==> src/assert_macros.svh <==
// Assertion macros used by the top module of the BMP pixel row unpacker.
// No dependencies; the bodies are empty when SYNTHESIS is defined.
`ifndef ASSERT_MACROS_SVH
`define ASSERT_MACROS_SVH
`ifndef SYNTHESIS
`define ASSERT_ALWAYS(lbl, clk, rstn, expr, msg) \
    lbl: assert property (@(posedge clk) disable iff (!rstn) (expr)) else $error(msg);
`define ASSERT_IMPLY(lbl, clk, rstn, ante, cons, msg) \
    lbl: assert property (@(posedge clk) disable iff (!rstn) (ante) |-> (cons)) else $error(msg);
`define ASSERT_NEXT(lbl, clk, rstn, ante, cons, msg) \
    lbl: assert property (@(posedge clk) disable iff (!rstn) (ante) |=> (cons)) else $error(msg);
`else
`define ASSERT_ALWAYS(lbl, clk, rstn, expr, msg)
`define ASSERT_IMPLY(lbl, clk, rstn, ante, cons, msg)
`define ASSERT_NEXT(lbl, clk, rstn, ante, cons, msg)
`endif
`endif

==> src/bpru_pkg.sv <==
// Package of the BMP pixel row unpacker: types, codes and default sizes.
// No dependencies; imported by every module of the block.
package bpru_pkg;

    localparam int MAX_DIMENSION_DEF = 4096;
    localparam int PALETTE_DEPTH_DEF = 256;

    localparam int CFG_DIM_W = 13;

    typedef enum logic [1:0] {
        ACT_START   = 2'd0,
        ACT_PALETTE = 2'd1,
        ACT_DATA    = 2'd2
    } action_t;

    typedef enum logic [2:0] {
        CFG_BPP       = 3'd0,
        CFG_WIDTH     = 3'd1,
        CFG_HEIGHT    = 3'd2,
        CFG_MIRROR_X  = 3'd3,
        CFG_BOTTOM_UP = 3'd4,
        CFG_OUT_FMT   = 3'd5
    } cfg_reg_idx_t;

    localparam logic [2:0] FMT_RGB555 = 3'd2;
    localparam logic [2:0] FMT_RGB24  = 3'd3;
    localparam logic [2:0] FMT_RGBA   = 3'd4;

    typedef struct packed {
        logic [5:0]           bpp;
        logic [CFG_DIM_W-1:0] width;
        logic [CFG_DIM_W-1:0] height;
        logic                 mirror_x;
        logic                 bottom_up;
        logic [2:0]           out_format;
    } cfg_t;

    // One pixel handed from the unpacking stage to the output register.
    typedef struct packed {
        logic        valid;
        logic [23:0] offset;
        logic [31:0] direct;
        logic        use_pal;
        logic        last;
        logic        done;
    } pix_t;

    typedef struct packed {
        logic        we;
        logic [7:0]  widx;
        logic [31:0] wdata;
        logic        re;
        logic [7:0]  ridx;
    } pal_req_t;

endpackage

==> src/bpru_out.sv <==
// Output register of the unpacker and colour packing into the output format.
// Depends on bpru_pkg; takes palette read data from bpru_palette.
module bpru_out
    import bpru_pkg::*;
(
    input  logic        aclk,
    input  logic        aresetn,
    input  pix_t        issue,
    input  logic [31:0] pal_rdata,
    input  logic [2:0]  out_format,
    output logic        b_free,
    output logic        m_tvalid,
    input  logic        m_tready,
    output logic [55:0] m_tdata,
    output logic        m_tlast,
    output logic        m_tuser
);

    logic        b_valid_reg, b_valid_next;
    pix_t        b_pix_reg;
    logic [31:0] bgra;
    logic [31:0] packed_val;

    assign b_free       = !b_valid_reg || m_tready;
    assign b_valid_next = issue.valid || (b_valid_reg && !m_tready);

    always_ff @(posedge aclk) begin
        if (!aresetn) begin
            b_valid_reg <= 1'b0;
        end else begin
            b_valid_reg <= b_valid_next;
        end
    end

    always_ff @(posedge aclk) begin
        if (issue.valid) begin
            b_pix_reg <= issue;
        end
    end

    // Palette data arrives in the same cycle as the registered pixel.
    always_comb begin
        bgra = b_pix_reg.use_pal ? pal_rdata : b_pix_reg.direct;
        case (out_format)
            FMT_RGB555: packed_val = {17'd0, bgra[23:19], bgra[15:11], bgra[7:3]};
            FMT_RGB24:  packed_val = {8'd0, bgra[23:0]};
            FMT_RGBA:   packed_val = bgra;
            default:    packed_val = 32'd0;
        endcase
    end

    assign m_tvalid = b_valid_reg;
    assign m_tdata  = {packed_val, b_pix_reg.offset};
    assign m_tlast  = b_pix_reg.last;
    assign m_tuser  = b_pix_reg.done;

endmodule
==> config.mk <==
export PLATFORM = sky130hd
export DESIGN_NAME = bpru_out
export DESIGN_NICKNAME = d
export VERILOG_FILES = /design/src/assert_macros.svh /design/src/bpru_pkg.sv /design/src/bpru_out.sv
export SDC_FILE = /design/constraint.sdc
export NUM_CORES = 1
export LEC_CHECK = 0
export BUFFER_PORTS_ARGS = -buffer_cell sky130_fd_sc_hd__buf_2
export CAP_MARGIN = 5
export CORE_MARGIN = 5
export CORE_UTILIZATION = 30
export CTS_CLUSTER_SIZE = 24
export DETAILED_ROUTE_END_ITERATION = 12
export GPL_TIMING_DRIVEN = 0
export HOLD_SLACK_MARGIN = 0.03
export PLACE_DENSITY = 0.7
export SYNTH_ARGS = -nofsm -noshare
export SYNTH_HDL_FRONTEND = slang
export SYNTH_SLANG_ARGS = --single-unit
==> constraint.sdc <==
create_clock -name aclk -period 2.15 [get_ports aclk]
set_input_delay 0.5375 -clock aclk [delete_from_list [all_inputs] [get_ports aclk]]
set_output_delay 0.5375 -clock aclk [all_outputs]
set_load 0.1 [all_outputs]
Word level (Yosys, flattened, before mapping)
Cells that the tools add are included.

Register bits: 60. Input bits: 98. Output and inout bits: 60. Logic and storage cells: 16.

Reduce and logical (&&, ||, !) cells: 5. Muxes and demuxes: 2. Equal/unequal tests: 3.

Operators by type and width (count): one-hot mux 32 bit (3 select lines) (1); two-way mux 32 bit (1); equality test 3 x 2 -> 1 bit (second input constant) (2); equality test 3 bit (second input constant) (1); logical NOT 1 bit (2); logical OR 1 bit (2); logical AND 1 bit (1).

Longest topological paths before layout
Gate-level depths: netlist (run 1).

Depth after elaboration: 3. Depth in mapped cells: 5. Depth with buffers taken out: 3.

Worst setup path after synthesis (run 1)
OpenSTA, ideal clock, no wires.

Path kind: in2out. Start: input out_format[1]. End: output m_tdata[24]. Slack: -1179 ps. Data arrival time: 2791 ps. Required time: 1612 ps. Stages on the path: 5. Cells stage by stage: or3b_1 buf_6 o21a_4 buf_6 o22ai_1.

Cells in the longest elaborated chain, start to end: 2. Elaborated cells on any way between the ends: 4. Those cells by class: eq/ne: 3; mux: 1.

Ends and longest elaborated chain: start: declaration (line bpru_out.sv:10) `input logic [2:0] out_format,`; equality test 3 bit or equality test 3 x 2 -> 1 bit (tied branches) (line bpru_out.sv:44) `case (out_format)`; one-hot mux 32 bit (3 select lines) * (line bpru_out.sv:44); end: declaration (line bpru_out.sv:14) `output logic [55:0] m_tdata,`.

Every way passes the cells marked *; elsewhere a longest branch is shown, timed or not.

Worst setup path after layout (run 1)
Start: input out_format[1]. End: output m_tdata[30].

The elaborated chain is that of the path after synthesis.

==> impl_metrics.toml, run 1 <==
[run_status]
run_status = "complete, but fails checks"
violated_checks = "negative setup slack"

[grt]
grt_busiest_layer = "met2"
global_route.usage.met1 = 0.161
number_of_antenna_violations_at_the_first_check_in_global_routing = 0
grt-ovfl-total = 0
first_global_vias = 2237
gr-usage-all-layers = 0.147
groute.layer.met3.usage = 0.0635
grt_first_pass_wirelength_mm = 11.3
grt.met2_usage = 0.256
largest_net_degree_at_the_start_of_global_routing = 61

[cts]
clkSinkCount = 60
worst_skew_pair.late_latency_ns = 0.33
cts_max_level = 3
clock_tree.buffer_depth = 2
clk_pin_slew_ns = 0.08
ctsRootBufferMaster = "sky130_fd_sc_hd__clkbuf_8"
cts_tree = "done"
tritoncts.num_buffers = 9
hold_buffers = 0

[routing]
num_vias = 1995
ant_nets = 0
detail_route.wirelength_mm = 7.77
route.detailed.vias_per_inst = 4.41
drt_first_iter_violations = 56
dr.pass1.iters = 4
routed_wire_length_per_instance_um = 17.2
drcViolationCount = 0

[floorplan]
die_y_um = 102
die_area_um2 = 10500
die_boundary_width_um = 102
boundaryPins = 158
placementRows = 33
initial_standard_cell_utilization_of_the_core = 0.311
core_region_area_um2 = 8260

[synthesis]
synth.cell_area_um2 = 2560
synth_nets = 262
netlist_top_cells_count = "sky130_fd_sc_hd__edfxtp_1, sky130_fd_sc_hd__mux2i_1, sky130_fd_sc_hd__buf_4"
synth_cells = 164
edff_count_synth = 59
ys.flop_type = "sky130_fd_sc_hd__edfxtp_1"
yosys-top-cells-area = "sky130_fd_sc_hd__edfxtp_1, sky130_fd_sc_hd__mux2i_1, sky130_fd_sc_hd__buf_4"
yosysUniqueCellTypes = 17
synth_area_leader_cell = "sky130_fd_sc_hd__edfxtp_1"
most_frequent_cell_after_synthesis = "sky130_fd_sc_hd__edfxtp_1"
synth-warning-count = 0
ys_ff_latch = 60
area_share_of_the_largest_cell_type_after_synthesis = 0.691
ys_async_sr_fraction = 0
syn_avg_cell_area_um2 = 15.6
synth_seq_area_share = 0.699

[critical_path]
data_arrival_critical_path_ns = 1.76
cell_type_of_the_slowest_stage_on_the_worst_timing_path = "sky130_fd_sc_hd__or3b_4"
worst-r2r-setup-slack_ns = 1.49
startpoint_type = "input port"
path_cells = "buf_8 -> or3b_4 -> o21a_4 -> buf_4 -> o22ai_4 -> buf_12"
worstPathRequired_ns = 1.61
crit_path_max_fanout = 6
critical_path.max_stage_delay_ns = 0.40
worst-setup-path-type = "input port to output pin"
cp-end-kind = "output pin"

[placed_design]
routabilityCongestion = 0.674
dpl_wire_length_mm = 5.31
io_buffers = 157

[timing]
clock_skew_ns = 0
final-hold-violation-count = 0
period_minus_slack_ns = 2.30
tightest_slew_ns = 0.782
fmax_mhz = 435
final_min_period_over_clock_period = 1.07
setup_repair_after_global_routing_missed_its_margin = "true"
final_max_slew_viol_count = 0
fin_worst_setup_slack_ns = -0.147
timing.max_slew.rel_slack = 0.479
setup_viol = 24
hold_ws_ns = 0.373
fin_setup_tns_ns = -2.29

[pwr]
combinationalPowerShare = 0.355
vdd.ir_drop.worst_uv = 571
powerDensity_nw_per_um2 = 781
seq_power_share = 0.365
p_clk_frac = 0.280
power.switching_mw = 1.38
cell_internal_pwr_mw = 2.53
p_leak_nw = 1.99
switching_share = 0.353

[min_path]
hold_path.class = "input port to flip-flop"

[layout]
final_nets = 440
final_layout_size_suffix_gt1_frac = 0.793
diodes = 0
area_growth_pct = 95.4
largest_reg_flops = 33

[job]
drv.max_cap_violation_count = 0
[path summary, 6_finish.rpt]
kind                                     to  depth (start not counted)          start
worst max-delay path            m_tdata[30]                          6  out_format[1]
worst min-delay path            m_tdata[15]                          1      issue[50]
worst min register to register     m_tvalid                          2       m_tvalid
worst max register to register     m_tvalid                          2       m_tvalid
[cell families after synthesis]
logic type | count (synthesis) | share of synthesized area
buffers and inverters | 33 | 0.0937
muxes | 32 | 0.125
DFF | 60 | 0.699
AOI/OAI and AO/OA | 17 | 0.0478
and+or+nand+nor | 22 | 0.0351
[cells in the final DEF (no fill, tap or decap)]
cell type                    netlist  layout
sky130_fd_sc_hd__mux2i_2           0      10
sky130_fd_sc_hd__buf_2             3     122
sky130_fd_sc_hd__buf_6             3       5
sky130_fd_sc_hd__bufinv_16         0       2
sky130_fd_sc_hd__clkinvlp_4        0       2
sky130_fd_sc_hd__or3b_4            0       1
sky130_fd_sc_hd__nor2_1           18       1
sky130_fd_sc_hd__buf_4            24      29
sky130_fd_sc_hd__o21a_4            1       1
sky130_fd_sc_hd__buf_8             0       1
sky130_fd_sc_hd__inv_1             1       1
sky130_fd_sc_hd__clkbuf_16         0       2
sky130_fd_sc_hd__clkinv_4          0       1
sky130_fd_sc_hd__clkbuf_8          0       9
sky130_fd_sc_hd__a21boi_0          1       1
sky130_fd_sc_hd__nand2b_2          0       1
sky130_fd_sc_hd__nor2_4            0      17
sky130_fd_sc_hd__clkinv_1          0       2
sky130_fd_sc_hd__buf_12            0      39
sky130_fd_sc_hd__buf_16            0       1
sky130_fd_sc_hd__edfxtp_1         59      59
sky130_fd_sc_hd__nand2_4           0       1
sky130_fd_sc_hd__mux2i_4           0      16
sky130_fd_sc_hd__o22ai_4           0      15
sky130_fd_sc_hd__dfxtp_1           1       1
sky130_fd_sc_hd__nand2_1           2       1
sky130_fd_sc_hd__mux2i_1          32       6
[layout make-up]
class                   instances  area, um2
fillers                       626       3250
flip-flops and latches         60       1790
repair buffers                169       1470
multi-input cells              71       1110
plain buffers                  30        292
well taps                     105        131
clock buffers                   9        124
clock inverters                 7       91.3
inverters                       1       3.75
[routing by layer]
layer | vias up | part of all wire
met5 | - | 0
met4 | 0 | 0.0093
met3 | 6 | 0.098
met2 | 103 | 0.54
met1 | 930 | 0.35
li1 | 956 | -
[power groups by stage]
| stage | registers (mW) | clock network, mW | logic [mW] |
|---|---|---|---|
| after detailed placement | 1.44 | 0 | 1.09 |
| after global routing | 1.44 | 1.20 | 1.44 |
| final | 1.43 | 1.10 | 1.39 |
| after floorplan | 1.46 | 0 | 0.837 |
| after CTS | 1.42 | 1.13 | 1.32 |
| after global placement | 1.43 | 0 | 1.08 |
[critical path, delay by kind of cell]
family | cells | cell delay [ns]
AO/OA/AOI/OAI | 2 | 0.37
AND/OR/NAND/NOR | 1 | 0.40
buffers and inverters | 3 | 0.45
[metrics by stage]
step / cells / util / power (mW) / instance area [um2] / worst slack [ns]
2_1_floorplan: 164 / - / 2.30 / 2860 / -0.346
3_3_place_gp: 426 / 0.458 / 2.51 / 3780 / -0.528
3_5_place_dp: 426 / 0.458 / 2.52 / 3780 / -0.544
4_1_cts: 449 / 0.578 / 3.87 / 4770 / -0.219
5_1_grt: 452 / 0.607 / 4.07 / 5010 / -0.184
6_report: 452 / 0.607 / 3.91 / 5010 / -0.147
[repair_timing]
item | in CTS | in global routing
pin swaps | 4 | 8
gates resized for setup | 171 | 34
endpoints found under the setup margin | 32 | 32
cloned | 1 | 2
hold endpoints to repair | 0 | 0
buffers inserted | 7 | 2
(Power assumes the default switching activity.)
==> run 2: changes to the inputs <==
clock period = 2.6 ns   (was 2.15 ns; I/O delays follow)
==> run 2 against run 1 <==
Against the previous run:
- the run now ends clean
- clock skew is the same
- global-route usage shrank 1.1 points
- sequential share of layout area grew 4.4 points
- critical path type unchanged
- highest routed layer unchanged
==> impl_metrics.toml, run 2 (same netlist as run 1, synthesis figures left out) <==
[layout]
diodes = 0
area_growth_pct = 73.9
largest_reg_flops = 33
final_layout_size_suffix_gt1_frac = 0.752
footprint_of_the_flip_flops_and_latches_um2 = 1790
cell_area_after_layout_um2 = 4460
fillers = 705
layout_common_cells = "sky130_fd_sc_hd__buf_2, sky130_fd_sc_hd__edfxtp_1, sky130_fd_sc_hd__buf_4"
fin_cells = 448
multi_input_comb_area_um2 = 897
layout_commonest_cell = "sky130_fd_sc_hd__buf_2"
final_nets = 436
finish.utilization = 0.540

[timing]
final_min_period_over_clock_period = 0.996
final-hold-violation-count = 0
period_minus_slack_ns = 2.59
setup_viol = 0
setup_repair_after_global_routing_missed_its_margin = "true"
final_max_slew_viol_count = 0
clock_skew_ns = 0
fmax_mhz = 386
fin_worst_setup_slack_ns = 0.0112
timing.max_slew.rel_slack = 0.561
tightest_slew_ns = 0.659
hold_ws_ns = 0.486
fin_setup_tns_ns = 0

[critical_path]
worstPathRequired_ns = 1.95
data_arrival_critical_path_ns = 1.94
cp-end-kind = "output pin"
crit_path_max_fanout = 5
worst-r2r-setup-slack_ns = 1.93
worst-setup-path-type = "input port to output pin"
startpoint_type = "input port"

[floorplan]
die_area_um2 = 10500
die_y_um = 102
initial_standard_cell_utilization_of_the_core = 0.311
die_boundary_width_um = 102
placementRows = 33
core_region_area_um2 = 8260
boundaryPins = 158

[grt]
first_global_vias = 2104
largest_net_degree_at_the_start_of_global_routing = 61
grt-ovfl-total = 0
gr-usage-all-layers = 0.136
number_of_antenna_violations_at_the_first_check_in_global_routing = 0
grt_first_pass_wirelength_mm = 10.5

[pwr]
total_power_mw = 3.02
vdd.ir_drop.worst_uv = 433
powerDensity_nw_per_um2 = 678
p_leak_nw = 1.90

[routing]
dr.pass1.iters = 4
num_vias = 1961
detail_route.wirelength_mm = 7.14
drcViolationCount = 0
routed_wire_length_per_instance_um = 15.9
drt_first_iter_violations = 44
route.detailed.vias_per_inst = 4.38
ant_nets = 0

[min_path]
hold_path.class = "input port to flip-flop"

[placed_design]
placement.setup.worst_slack_ns = -0.319
dpl_wire_length_mm = 5.24
io_buffers = 157
routabilityCongestion = 0.712
placed_cells_incl_taps = 426
placed_area_um2 = 3770

[cts]
clock_tree.buffer_depth = 2
tritoncts.num_buffers = 9
clkSinkCount = 60
ctsRootBufferMaster = "sky130_fd_sc_hd__clkbuf_8"
cts_max_level = 3
cts_tree = "done"
clk_pin_slew_ns = 0.07
worst_skew_pair.late_latency_ns = 0.33

[run_status]
run_status = "completed"

[job]
drv.max_cap_violation_count = 0
## run 2: metal layers
metal  GRT usage  vias to the layer above  wire length (um)
met5           0                        -                 0
met4      0.0605                        0               145
met3      0.0526                       12               804
met2       0.234                      101              3630
met1       0.148                      904              2560
li1            -                      944                 -
## run 2: area by class of cell
class                      count  area share
clock buffer                   9      0.0278
multi-input combinational     71       0.201
buffer                        30      0.0581
sequential                    60       0.402
timing repair buffer         165       0.264
clock inverter                 7      0.0168
tap                          105      0.0295
inverter                       1    0.000842
## run 2: final timing paths
kind                                    start          end  depth (start not counted)
worst min register to register       m_tvalid     m_tvalid                          2
worst min-delay path                 issue[0]      m_tuser                          1
worst max-delay path            out_format[1]  m_tdata[26]                          7
worst max register to register       m_tvalid     m_tvalid                          2
## run 2: timing repair
item | CTS | global route
endpoints found under the setup margin | 26 | 22
pin swaps | 1 | 2
hold buffers | 0 | 0
cloned | 1 | 0
resized for setup | 101 | 4
buffers inserted | 5 | 1
## run 2: power by group
group / switching, mW / internal, mW
Sequential: 0.0255 / 1.15
Clock: 0.386 / 0.445
Combinational: 0.698 / 0.320
## run 2: worst max-delay path, stage by stage
cell                      delay (ns)
sky130_fd_sc_hd__buf_8          0.10
sky130_fd_sc_hd__or3b_4         0.39
sky130_fd_sc_hd__o21a_4         0.16
sky130_fd_sc_hd__buf_12         0.14
sky130_fd_sc_hd__buf_12         0.14
sky130_fd_sc_hd__o22ai_4        0.15
sky130_fd_sc_hd__buf_12         0.20
