<file path="config.mk">
export PLATFORM = sky130hd
export DESIGN_NAME = bpru_unpack
export DESIGN_NICKNAME = d
export VERILOG_FILES = /design/src/assert_macros.svh /design/src/bpru_pkg.sv /design/src/bpru_unpack.sv
export SDC_FILE = /design/constraint.sdc
export NUM_CORES = 1
export LEC_CHECK = 0
export BUFFER_PORTS_ARGS = -buffer_cell sky130_fd_sc_hd__buf_2
export CAP_MARGIN = 20
export CORE_MARGIN = 2
export CORE_UTILIZATION = 45
export CTS_CLUSTER_SIZE = 30
export DETAILED_ROUTE_END_ITERATION = 10
export GPL_TIMING_DRIVEN = 1
export PLACE_DENSITY = 0.7
export SETUP_SLACK_MARGIN = 0.05
export SYNTH_ARGS = -nofsm -noshare
export SYNTH_HDL_FRONTEND = slang
export SYNTH_SLANG_ARGS = --single-unit
</file>
<file path="constraint.sdc">
create_clock -name aclk -period 11.33 [get_ports aclk]
set_clock_uncertainty 0.15 [all_clocks]
set_input_delay 0.5665 -clock aclk [delete_from_list [all_inputs] [get_ports aclk]]
set_output_delay 0.5665 -clock aclk [all_outputs]
set_load 0.1 [all_outputs]
</file>
<file path="src/assert_macros.svh">
// Assertion macros used by the top module of the BMP pixel row unpacker.
// No dependencies; the bodies are empty when SYNTHESIS is defined.
`ifndef ASSERT_MACROS_SVH
`define ASSERT_MACROS_SVH
`ifndef SYNTHESIS
`define ASSERT_ALWAYS(lbl, clk, rstn, expr, msg) \
    lbl: assert property (@(posedge clk) disable iff (!rstn) (expr)) else $error(msg);
`define ASSERT_IMPLY(lbl, clk, rstn, ante, cons, msg) \
    lbl: assert property (@(posedge clk) disable iff (!rstn) (ante) |-> (cons)) else $error(msg);
`define ASSERT_NEXT(lbl, clk, rstn, ante, cons, msg) \
    lbl: assert property (@(posedge clk) disable iff (!rstn) (ante) |=> (cons)) else $error(msg);
`else
`define ASSERT_ALWAYS(lbl, clk, rstn, expr, msg)
`define ASSERT_IMPLY(lbl, clk, rstn, ante, cons, msg)
`define ASSERT_NEXT(lbl, clk, rstn, ante, cons, msg)
`endif
`endif

</file>
<file path="src/bpru_pkg.sv">
// Package of the BMP pixel row unpacker: types, codes and default sizes.
// No dependencies; imported by every module of the block.
package bpru_pkg;

    localparam int MAX_DIMENSION_DEF = 4096;
    localparam int PALETTE_DEPTH_DEF = 256;

    localparam int CFG_DIM_W = 13;

    typedef enum logic [1:0] {
        ACT_START   = 2'd0,
        ACT_PALETTE = 2'd1,
        ACT_DATA    = 2'd2
    } action_t;

    typedef enum logic [2:0] {
        CFG_BPP       = 3'd0,
        CFG_WIDTH     = 3'd1,
        CFG_HEIGHT    = 3'd2,
        CFG_MIRROR_X  = 3'd3,
        CFG_BOTTOM_UP = 3'd4,
        CFG_OUT_FMT   = 3'd5
    } cfg_reg_idx_t;

    localparam logic [2:0] FMT_RGB555 = 3'd2;
    localparam logic [2:0] FMT_RGB24  = 3'd3;
    localparam logic [2:0] FMT_RGBA   = 3'd4;

    typedef struct packed {
        logic [5:0]           bpp;
        logic [CFG_DIM_W-1:0] width;
        logic [CFG_DIM_W-1:0] height;
        logic                 mirror_x;
        logic                 bottom_up;
        logic [2:0]           out_format;
    } cfg_t;

    // One pixel handed from the unpacking stage to the output register.
    typedef struct packed {
        logic        valid;
        logic [23:0] offset;
        logic [31:0] direct;
        logic        use_pal;
        logic        last;
        logic        done;
    } pix_t;

    typedef struct packed {
        logic        we;
        logic [7:0]  widx;
        logic [31:0] wdata;
        logic        re;
        logic [7:0]  ridx;
    } pal_req_t;

endpackage

</file>
<file path="src/bpru_unpack.sv">
// Unpacking stage: input register, row and column counters, padding skip
// and pixel issue. Depends on bpru_pkg.
module bpru_unpack
    import bpru_pkg::*;
#(
    parameter int MAX_DIMENSION = MAX_DIMENSION_DEF
) (
    input  logic        aclk,
    input  logic        aresetn,
    input  cfg_t        cfg,
    input  logic        s_tvalid,
    output logic        s_tready,
    input  logic [1:0]  s_action,
    input  logic [7:0]  s_palette_index,
    input  logic [31:0] s_palette_entry,
    input  logic [7:0]  s_data_byte,
    input  logic        b_free,
    output pix_t        issue,
    output pal_req_t    pal_req
);

    localparam int CNT_W = $clog2(MAX_DIMENSION);
    localparam int DW    = $clog2(MAX_DIMENSION + 1);
    localparam int CLW   = (DW > CFG_DIM_W) ? DW : CFG_DIM_W;

    logic             a_valid_reg,    a_valid_next;
    logic [1:0]       a_action_reg,   a_action_next;
    logic [7:0]       a_pidx_reg,     a_pidx_next;
    logic [31:0]      a_pent_reg,     a_pent_next;
    logic [7:0]       a_byte_reg,     a_byte_next;
    logic [2:0]       a_k_reg,        a_k_next;
    logic [23:0]      partial_reg,    partial_next;
    logic [1:0]       gathered_reg,   gathered_next;
    logic [CNT_W-1:0] column_reg,     column_next;
    logic [CNT_W-1:0] row_reg,        row_next;
    logic [1:0]       rbc_reg,        rbc_next;
    logic [1:0]       pad_reg,        pad_next;
    logic             finished_reg,   finished_next;

    logic             consume;
    logic             accept;
    logic             bpp_ok;
    logic             low_depth;
    logic [2:0]       need;
    logic             gather_full;
    logic [31:0]      full;
    logic [31:0]      high_bgra;
    logic [7:0]       pal_idx;
    logic             byte_last;
    logic [7:0]       byte_shifted;
    logic [CLW-1:0]   w_ext;
    logic [CLW-1:0]   h_ext;
    logic [DW-1:0]    w_dim;
    logic [DW-1:0]    h_dim;
    logic [23:0]      w24;
    logic [23:0]      h24;
    logic [23:0]      col24;
    logic [23:0]      row24;
    logic [23:0]      x24;
    logic [23:0]      y24;
    logic [47:0]      prod;
    logic             row_ended;
    logic             img_ended;

    always_comb begin
        w_ext = CLW'(cfg.width);
        h_ext = CLW'(cfg.height);
        if (w_ext == '0) begin
            w_dim = DW'(1);
        end else if (w_ext > CLW'(MAX_DIMENSION)) begin
            w_dim = DW'(MAX_DIMENSION);
        end else begin
            w_dim = DW'(w_ext);
        end
        if (h_ext == '0) begin
            h_dim = DW'(1);
        end else if (h_ext > CLW'(MAX_DIMENSION)) begin
            h_dim = DW'(MAX_DIMENSION);
        end else begin
            h_dim = DW'(h_ext);
        end
        w24   = 24'(w_dim);
        h24   = 24'(h_dim);
        col24 = 24'(column_reg);
        row24 = 24'(row_reg);
        x24   = cfg.mirror_x ? (w24 - 24'd1 - col24) : col24;
        y24   = cfg.bottom_up ? (h24 - 24'd1 - row24) : row24;
        prod  = y24 * w24;
        row_ended = (col24 + 24'd1) >= w24;
        img_ended = row_ended && ((row24 + 24'd1) >= h24);
    end

    always_comb begin
        bpp_ok    = 1'b0;
        low_depth = 1'b0;
        need      = 3'd4;
        pal_idx   = a_byte_reg;
        byte_last = 1'b1;
        byte_shifted = a_byte_reg;
        case (cfg.bpp) inside
            6'd1, 6'd2, 6'd4, 6'd8: begin
                bpp_ok    = 1'b1;
                low_depth = 1'b1;
            end
            6'd16, 6'd24, 6'd32: begin
                bpp_ok = 1'b1;
            end
            default: begin
                bpp_ok = 1'b0;
            end
        endcase
        case (cfg.bpp)
            6'd1: begin
                pal_idx      = {7'd0, a_byte_reg[7]};
                byte_last    = (a_k_reg == 3'd7);
                byte_shifted = {a_byte_reg[6:0], 1'b0};
            end
            6'd2: begin
                pal_idx      = {6'd0, a_byte_reg[7:6]};
                byte_last    = (a_k_reg == 3'd3);
                byte_shifted = {a_byte_reg[5:0], 2'd0};
            end
            6'd4: begin
                pal_idx      = {4'd0, a_byte_reg[7:4]};
                byte_last    = (a_k_reg == 3'd1);
                byte_shifted = {a_byte_reg[3:0], 4'd0};
            end
            6'd16: begin
                need = 3'd2;
            end
            6'd24: begin
                need = 3'd3;
            end
            default: begin
                need = 3'd4;
            end
        endcase
        full        = {8'd0, partial_reg} | (32'(a_byte_reg) << {gathered_reg, 3'b000});
        gather_full = ({1'b0, gathered_reg} + 3'd1) >= need;
        case (cfg.bpp)
            6'd16:   high_bgra = {8'd0, full[14:10], 3'd0, full[9:5], 3'd0, full[4:0], 3'd0};
            6'd24:   high_bgra = {8'd0, full[23:0]};
            default: high_bgra = full;
        endcase
    end

    always_comb begin
        consume       = 1'b0;
        issue         = '0;
        pal_req       = '0;
        a_byte_next   = a_byte_reg;
        a_k_next      = a_k_reg;
        partial_next  = partial_reg;
        gathered_next = gathered_reg;
        column_next   = column_reg;
        row_next      = row_reg;
        rbc_next      = rbc_reg;
        pad_next      = pad_reg;
        finished_next = finished_reg;

        pal_req.widx  = a_pidx_reg;
        pal_req.wdata = a_pent_reg;
        pal_req.ridx  = pal_idx;
        issue.offset  = 24'(x24 + prod[23:0]);
        issue.direct  = high_bgra;
        issue.use_pal = low_depth;
        issue.done    = img_ended;
        issue.last    = low_depth ? (byte_last || row_ended) : 1'b1;

        if (a_valid_reg) begin
            case (action_t'(a_action_reg))
                ACT_START: begin
                    consume       = 1'b1;
                    partial_next  = '0;
                    gathered_next = '0;
                    column_next   = '0;
                    row_next      = '0;
                    rbc_next      = '0;
                    pad_next      = '0;
                    finished_next = 1'b0;
                end
                ACT_PALETTE: begin
                    consume    = 1'b1;
                    pal_req.we = 1'b1;
                end
                ACT_DATA: begin
                    if (finished_reg || !bpp_ok) begin
                        consume = 1'b1;
                    end else if (pad_reg != 2'd0) begin
                        consume  = 1'b1;
                        pad_next = pad_reg - 2'd1;
                    end else if (!low_depth && !gather_full) begin
                        consume       = 1'b1;
                        partial_next  = full[23:0];
                        gathered_next = gathered_reg + 2'd1;
                        rbc_next      = rbc_reg + 2'd1;
                    end else if (b_free) begin
                        issue.valid = 1'b1;
                        pal_req.re  = low_depth;
                        if (row_ended) begin
                            column_next   = '0;
                            row_next      = row_reg + CNT_W'(1);
                            finished_next = img_ended;
                        end else begin
                            column_next = column_reg + CNT_W'(1);
                        end
                        if (issue.last) begin
                            consume = 1'b1;
                            if (!low_depth) begin
                                partial_next  = '0;
                                gathered_next = '0;
                            end
                            // The byte count of the row includes this byte.
                            if (row_ended) begin
                                pad_next = 2'd3 - rbc_reg;
                                rbc_next = '0;
                            end else begin
                                rbc_next = rbc_reg + 2'd1;
                            end
                        end else begin
                            a_k_next    = a_k_reg + 3'd1;
                            a_byte_next = byte_shifted;
                        end
                    end
                end
                default: begin
                    consume = 1'b1;
                end
            endcase
        end
    end

    assign s_tready = !a_valid_reg || consume;
    assign accept   = s_tvalid && s_tready;

    always_comb begin
        a_valid_next  = a_valid_reg && !consume;
        a_action_next = a_action_reg;
        a_pidx_next   = a_pidx_reg;
        a_pent_next   = a_pent_reg;
        if (accept) begin
            a_valid_next  = 1'b1;
            a_action_next = s_action;
            a_pidx_next   = s_palette_index;
            a_pent_next   = s_palette_entry;
        end
    end

    always_ff @(posedge aclk) begin
        if (!aresetn) begin
            a_valid_reg  <= 1'b0;
            a_k_reg      <= '0;
            partial_reg  <= '0;
            gathered_reg <= '0;
            column_reg   <= '0;
            row_reg      <= '0;
            rbc_reg      <= '0;
            pad_reg      <= '0;
            finished_reg <= 1'b0;
        end else begin
            a_valid_reg  <= a_valid_next;
            a_k_reg      <= accept ? 3'd0 : a_k_next;
            partial_reg  <= partial_next;
            gathered_reg <= gathered_next;
            column_reg   <= column_next;
            row_reg      <= row_next;
            rbc_reg      <= rbc_next;
            pad_reg      <= pad_next;
            finished_reg <= finished_next;
        end
    end

    always_ff @(posedge aclk) begin
        a_action_reg <= a_action_next;
        a_pidx_reg   <= a_pidx_next;
        a_pent_reg   <= a_pent_next;
        a_byte_reg   <= accept ? s_data_byte : a_byte_next;
    end

endmodule

</file>
Yosys cells after proc, flatten, opt, wreduce, memory -nomap -nowiden
Cells that the tools add are included.

$add $sub $neg: 15. Multiply operators: 1. Magnitude comparators: 5. Eq/ne operators: 28. Shifts and indexed selects: 1. Multiplexer cells: 91. Bitwise logic cells: 6. Reductions and logical operators: 31.

Operators with widths (count): 24-bit 2-to-1 mux (8); 12-bit 2-to-1 mux (10); 8-bit 2-to-1 mux (8); 32-bit one-hot mux with 2 select lines (1); 13-bit 2-to-1 mux (4); 12-bit one-hot mux with 2 select lines (2); 24-bit one-hot mux with 2 select lines (1); 8-bit one-hot mux with 3 select lines (2); 2-bit 2-to-1 mux (18); 24-bit by 32-bit OR with 32-bit output (1); 8-bit by 5-bit << shifter with 32-bit output (1); 1-bit 2-to-1 mux (31); 14-bit by 13-bit subtractor with 15-bit output (2); 7-bit AND reduction (4); 13-bit by 1-bit subtractor with 14-bit output, second input constant (2); 12-bit by 1-bit adder with 13-bit output, second input constant (2); 13-bit >= comparator (2); 13-bit greater-than comparator, second input constant (2); 13-bit logical NOT (2); 12-bit by 1-bit adder with 12-bit output, second input constant (2); 24-bit adder (1); 24-bit by 13-bit multiplier with 24-bit output (1); 3-bit != test, second input constant (7); 6-bit by 5-bit == test with 1-bit output, second input constant (2); other kinds (34) (62).

Flip-flop bits (word level): 109. Bits of input ports: 91. Output and inout port bits: 111. Word-level logic and storage cells: 191.

Longest topological paths before layout
Gate-level depths: netlist of run 1.

Word-level depth: 17. Mapped depth: 40. Gate-level depth less buffers: 39.

Least setup slack after synthesis of run 1
Ideal clock, no wire load.

Path type: input -> output. Start: in cfg[10] (netlist bit). End: out issue[55] (netlist bit). Data arrival time: 10424 ps. Data required time: 10614 ps. Setup slack: 189 ps. Stages on the path: 35. Buffers on the path: 1. Cell sequence: or4_1 -> or2_2 -> nor3_1 -> nand2_1 -> nor2_1 -> o21ai_0 -> ha_1 -> o21ai_1 -> xor2_1 -> ha_1 -> o21a_1 -> o21ai_0 -> a21oi_1 -> o41a_1 -> a31oi_1 -> xnor2_1 -> mux2i_1 -> nor2_1 -> fa_1 -> inv_1 -> fa_1 -> inv_1 -> fa_1 -> fa_1 -> fa_1 -> inv_1 -> fa_1 -> inv_1 -> ha_1 -> clkbuf_1 -> nand3_1 -> a2111oi_0 -> a2111o_1 -> nand2_1 -> xnor2_1.

RTL lines: from (decl) (RTL line bpru_unpack.sv:10) `input cfg_t cfg,`; to (decl) (RTL line bpru_unpack.sv:18) `output pix_t issue,`.

==> impl_metrics.csv, run 1 <==
group,metric,value,unit
sta,final_max_slew_viol_count,0,
pwr,leakage,7.70,nW
placed_design,numPortBuffers,198,
die,io_pins,202,
synthesis,synth_top_cell_area_share,24.7,%
cts,clk_latency,340,ps
sta,finalSetupTns,0,ps
placed_design,dpl_cell_area,16100,um^2
global_routing,grt_pass1_vias,12200,
global_routing,antenna_found_initial,4,
setup_path,crit_start,"cfg[10]",
detailed_routing,post_drt_wl_per_cell,16.1,um
setup_path,cpMostUsedCell,"fa_1",
hold_path,hp-class,"in2reg",
synthesis,synth_top_area_cell,"fa_1",
layout,postLayoutCoreUtil,51.9,%
detailed_routing,dr.first_iter.drc_count,689,
setup_path,r2r_slack,6110,ps
layout,nets,2249,
sta,period_needed,10830,ps
setup_path,setup.worst_path.end,"issue[57]",
setup_path,max_stage_delay,560,ps
die,core,31600,um^2
die,start_util,45.9,%
pwr,total_power,0.00304,W
die,num_rows,65,
setup_path,crit_path_top_delay_cell,"or4_4",
setup_path,required,10610,ps
synthesis,ys.flop_type,"dfxtp_1",
detailed_routing,ant_nets,0,
pwr,ir_drop,0.000567,V
die,die_area,33700,um^2
synthesis,synth_adder_area_share,34.1,%
cts,ctsLongestPathBuffers,2,
global_routing,grt_usage,21.8,%
sta,setup_viol,0,
synthesis,syn_area,14500,um^2
sta,worstMarginPinSlew,1050,ps
synthesis,synth_warnings,0,
detailed_routing,drc,0,
job,drv_cap,0,
setup_path,path_class,"in2out",
synthesis,yosys.cell_types.count,70,
synthesis,synth_area_leaders,"fa_1, edfxtp_1, ha_1",
global_routing,grt_max_degree,36,
layout,largest_reg_flops,32,
synthesis,ys_seq_area_share,18.5,%
cts,htree_levels,3,
cts,clock_sinks,109,
placed_design,hpwl,30.2,mm
cts,path_clk_slew,80,ps
setup_path,rr_startpoint,"column_reg[0]",
synthesis,synth.top_cells.by_count,"inv_1, nor2_1, nand2_1",
synthesis,async_flop_share,0,%
setup_path,timing.rr.end,"a_pidx_reg[0]",
layout,final_layout_size_suffix_gt1_share,15.1,%
synthesis,syn_avg_cell_area,8.56,um^2
setup_path,r2r_cells,15,
setup_path,critical_path.endpoint_type,"primary output",
layout,syn_to_final_growth,12.9,%
sta,slew_headroom,30.1,%
cts,root_buffer,"clkbuf_16",
detailed_routing,vias_per_cell,5.40,
layout,final_area,16400,um^2
global_routing,overflow,0,
sta,post-route-period-util,95.6,%
cts,cts_tree,"yes",
setup_path,crit_path_start_kind,"input pin",
die,die_h,184,um
detailed_routing,wl,36.8,mm
die,die_w,184,um
synthesis,yosys.area_share.simple,17.6,%
synthesis,synthCells,1698,
global_routing,grt_pass1_wl,59.7,mm
setup_path,crit_arrival,10120,ps
sta,finalHoldViolations,0,
synthesis,synth-xor-area-share,5.70,%
cts,cts_buffers,9,
detailed_routing,firstDrtPassIters,5,
pwr,power_density,185,nW/um^2
run_status,status,"completed",
sta,maxClockFrequency,0.0923,GHz
sta,rsz0062_at_grt,"false",
synthesis,synth_top_family_by_area,"adder cells",
synthesis,ys_ff_latch,109,
detailed_routing,vias,12307,
synthesis,synth_nets,2077,
synthesis,synthMuxAreaShare,2.79,%
synthesis,synth_edf_count,50,
setup_path,cp_max_fo,5,
synthesis,synth_compound_area_share,12.6,%
synthesis,yosysMostFrequentCell,"inv_1",
placed_design,gp_congestion,0.915,
## metal layers
| metal | up-vias | part of all wire [%] | track usage [%] |
|---|---|---|---|
| met3 | 78 | 6.5 | 3.25 |
| met5 | - | 0 | 0 |
| met1 | 5988 | 42 | 28.3 |
| met2 | 368 | 48 | 37.0 |
| li1 | 5873 | - | - |
| met4 | 0 | 3.1 | 7.78 |
## worst max-delay path: cells and delay by family
family          cells  cell delay, ps
buf+inv             6             590
simple gates        7            1860
mux                 1             230
fa+ha+maj           9            3980
compound gates     11            2610
xor+xnor            2             270
## kinds of logic after synthesis
| group | Yosys count |
|---|---|
| buf+inv | 332 |
| compound gates | 280 |
| flops | 109 |
| simple gates | 557 |
| xor+xnor | 93 |
| fa+ha+maj | 288 |
| mux | 39 |
## per-stage QoR
| step | worst slack, ps | std cells | hold WS, ps |
|---|---|---|---|
| CTS | 146 | 2276 | 239 |
| floorplan | 189 | 1698 | 288 |
| global route | 77.0 | 2281 | 230 |
| global placement | 289 | 2260 | 297 |
| finish | 496 | 2281 | 247 |
| detailed placement | 149 | 2260 | 306 |
## worst min-delay path by stage
stage,cells past startpoint,slack (ps),start,endpoint
floorplan,2,290,partial_reg[0],partial_reg[0]
global placement,2,300,partial_reg[9],partial_reg[9]
detailed placement,2,310,partial_reg[19],partial_reg[19]
CTS,1,240,s_palette_index[3],a_pidx_reg[3]
global route,1,230,s_palette_entry[5],a_pent_reg[5]
finish,1,250,s_palette_entry[5],a_pent_reg[5]
## power breakdown
part | switching, W | internal (W) | leakage, nW | total, W
combinational | 0.00167 | 0.000626 | 6.59 | 0.00230
sequential | 0.0000147 | 0.000429 | 0.975 | 0.000443
clock | 0.000145 | 0.000153 | 0.133 | 0.000298
total | 0.00183 | 0.00121 | 7.70 | 0.00304
## area by class of cell
cell class | count | area, um^2
diodes | 4 | 10.0
clock buffers | 10 | 229
clock inverters | 6 | 52.6
fillers | 2958 | 15200
inverters | 262 | 983
multi-input cells | 1257 | 10600
flip-flops and latches | 109 | 2680
well taps | 402 | 503
repair buffers | 231 | 1320
## what timing repair did
action | in CTS | in global routing
setup buffers | 0 | 1
gates resized for setup | 0 | 13
setup endpoints to repair | 0 | 5
hold buffers | 0 | 0
## layout by cell type, fill, tap and decap left out, types with 33 or more instances in the layout
| master | count |
|---|---|
| inv_1 | 257 |
| nor2_1 | 195 |
| buf_2 | 193 |
| nand2_1 | 181 |
| fa_1 | 179 |
| ha_1 | 108 |
| xnor2_1 | 79 |
| a21oi_1 | 76 |
| dfxtp_1 | 59 |
| edfxtp_1 | 50 |
| o21ai_0 | 45 |
| buf_4 | 33 |
Power figures use the tool's default switching activity.
==> run 2, diff against run 1 <==
==> constraint.sdc (replaced) <==
create_clock -name aclk -period 11.6 [get_ports aclk]
set_clock_uncertainty 0.15 [all_clocks]
set_input_delay 0.58 -clock aclk [delete_from_list [all_inputs] [get_ports aclk]]
set_output_delay 0.58 -clock aclk [all_outputs]
set_load 0.1 [all_outputs]
==> run 2 against run 1 <==
  * Die area did not move
  * First-iteration DRC count rose by 1.2%
  * Routed wire length fell by 1.5%
  * Sequential power fell by 2%
  * Critical endpoint unchanged
==> impl_metrics.csv, run 2 (synthesis gave the netlist of run 1 again) <==
group,metric,value,unit
sta,period_needed,11090,ps
cts,ctsLongestPathBuffers,2,
detailed_routing,vias_per_cell,5.40,
sta,rsz0062_at_grt,"false",
cts,cts_hold_buf,0,
detailed_routing,post_drt_wl_per_cell,15.9,um
setup_path,cpMostUsedCell,"fa_1",
detailed_routing,vias,12282,
cts,cts_buffers,9,
setup_path,required,10870,ps
placed_design,hpwl,29.7,mm
sta,slew_headroom,25.2,%
job,drv_cap,0,
sta,post-route-period-util,95.6,%
setup_path,critical_path.endpoint_type,"primary output",
global_routing,antenna_found_initial,1,
hold_path,hp-start,"s_palette_entry[17]",
setup_path,setup.worst_path.end,"issue[57]",
pwr,power_density,179,nW/um^2
layout,nets,2246,
layout,final_layout_size_suffix_gt1_share,15.0,%
setup_path,path_class,"in2out",
setup_path,rr_startpoint,"column_reg[1]",
layout,most-common-layout-cells,"inv_1, nor2_1, buf_2",
die,num_rows,65,
pwr,leakage,7.68,nW
layout,syn_to_final_growth,12.5,%
sta,final_max_slew_viol_count,0,
sta,finalSetupTns,0,ps
run_status,status,"completed",
cts,root_buffer,"clkbuf_16",
global_routing,grt_pass1_wl,59.9,mm
setup_path,max_stage_delay,680,ps
setup_path,r2r_cells,14,
setup_path,crit_start,"cfg[10]",
hold_path,hp-class,"in2reg",
sta,setup_viol,0,
layout,final_common_cell,"inv_1",
detailed_routing,drc,0,
setup_path,crit_arrival,10360,ps
die,start_util,45.9,%
cts,clk_latency,350,ps
setup_path,crit_path_start_kind,"input pin",
global_routing,overflow,0,
detailed_routing,wl,36.2,mm
sta,maxClockFrequency,0.0902,GHz
layout,largest_reg_flops,32,
placed_design,numPortBuffers,198,
setup_path,crit_path_top_delay_cell,"or4b_2",
placed_design,gp_congestion,0.894,
detailed_routing,ant_nets,0,
pwr,ir_drop,0.000568,V
cts,path_clk_slew,70,ps
global_routing,grt_pass1_vias,12179,
sta,finalHoldViolations,0,
detailed_routing,firstDrtPassIters,5,
sta,worstMarginPinSlew,1110,ps
die,die_w,184,um
die,die_h,184,um
global_routing,grt_usage,21.8,%
die,die_area,33700,um^2
setup_path,cp_max_fo,5,
die,core,31600,um^2
setup_path,r2r_slack,6510,ps
global_routing,grt_max_degree,43,
cts,cts_tree,"yes",
pwr,total_power,0.00292,W
cts,htree_levels,3,
die,io_pins,202,
cts,clock_sinks,109,
detailed_routing,dr.first_iter.drc_count,697,
setup_path,timing.rr.end,"a_byte_reg[6]",
[run 2: cell count changes in the layout (fill, tap and decap cells not counted), sizes merged]
cell	change
clkinv	+2
buf	-2
diode	-3
clkinvlp	-2
clkbuf	-1
[run 2: repair_timing]
item	4_1_cts	5_1_grt
setup buffers	0	3
endpoints found under the setup margin	0	7
gates resized for setup	0	9
[run 2: power breakdown]
group	switching [W]	total, W	internal [W]	leakage, nW
clock network	0.000143	0.000293	0.000150	0.140
logic	0.00162	0.00219	0.000573	6.56
registers	0.0000143	0.000433	0.000419	0.975
[run 2: final cells by class]
| type | count | area (um^2) |
|---|---|---|
| clock buffers | 10 | 229 |
| inverters | 262 | 983 |
| well taps | 402 | 503 |
| fillers | 2983 | 15300 |
| repair buffers | 228 | 1260 |
| clock inverters | 6 | 55.1 |
| diodes | 1 | 2.50 |
| flip-flops and latches | 109 | 2680 |
| multi-input cells | 1257 | 10600 |
[run 2: per-stage QoR]
stage | hold slack (ps) | instance area, um^2 | util, % | setup WS, ps | cells
global route | 239 | 16300 | 51.6 | 37.2 | 2275
floorplan | 288 | 14500 | - | 432 | 1698
finish | 253 | 16300 | 51.6 | 508 | 2275
global placement | 297 | 16000 | 50.5 | 324 | 2254
CTS | 241 | 16300 | 51.4 | 207 | 2271
detailed placement | 307 | 16000 | 50.5 | 221 | 2255
[run 2: routing by layer]
layer / share of wire, % / up-vias / global-route usage [%]
met3: 5.2 / 52 / 2.50
met5: 0 / - / 0
met1: 44 / 6035 / 29.2
met4: 1.9 / 0 / 5.22
met2: 49 / 336 / 37.8
li1: - / 5859 / -
[run 2: how the worst min path moves through the flow]
stage,cells past startpoint,slack [ps],end
after detailed placement,2,310,partial_reg[3]
after global routing,1,240,a_pent_reg[11]
after global placement,2,300,partial_reg[9]
after CTS,1,240,a_pent_reg[28]
final,1,250,a_pent_reg[17]
after floorplan,2,290,partial_reg[0]
[run 2: worst max-delay path: cells and delay by family]
kind	cells	cell delay, ps
buf+inv	7	600
mux	1	250
compound gates	9	2510
simple gates	8	2260
fa+ha+maj	9	4020
xor+xnor	1	120
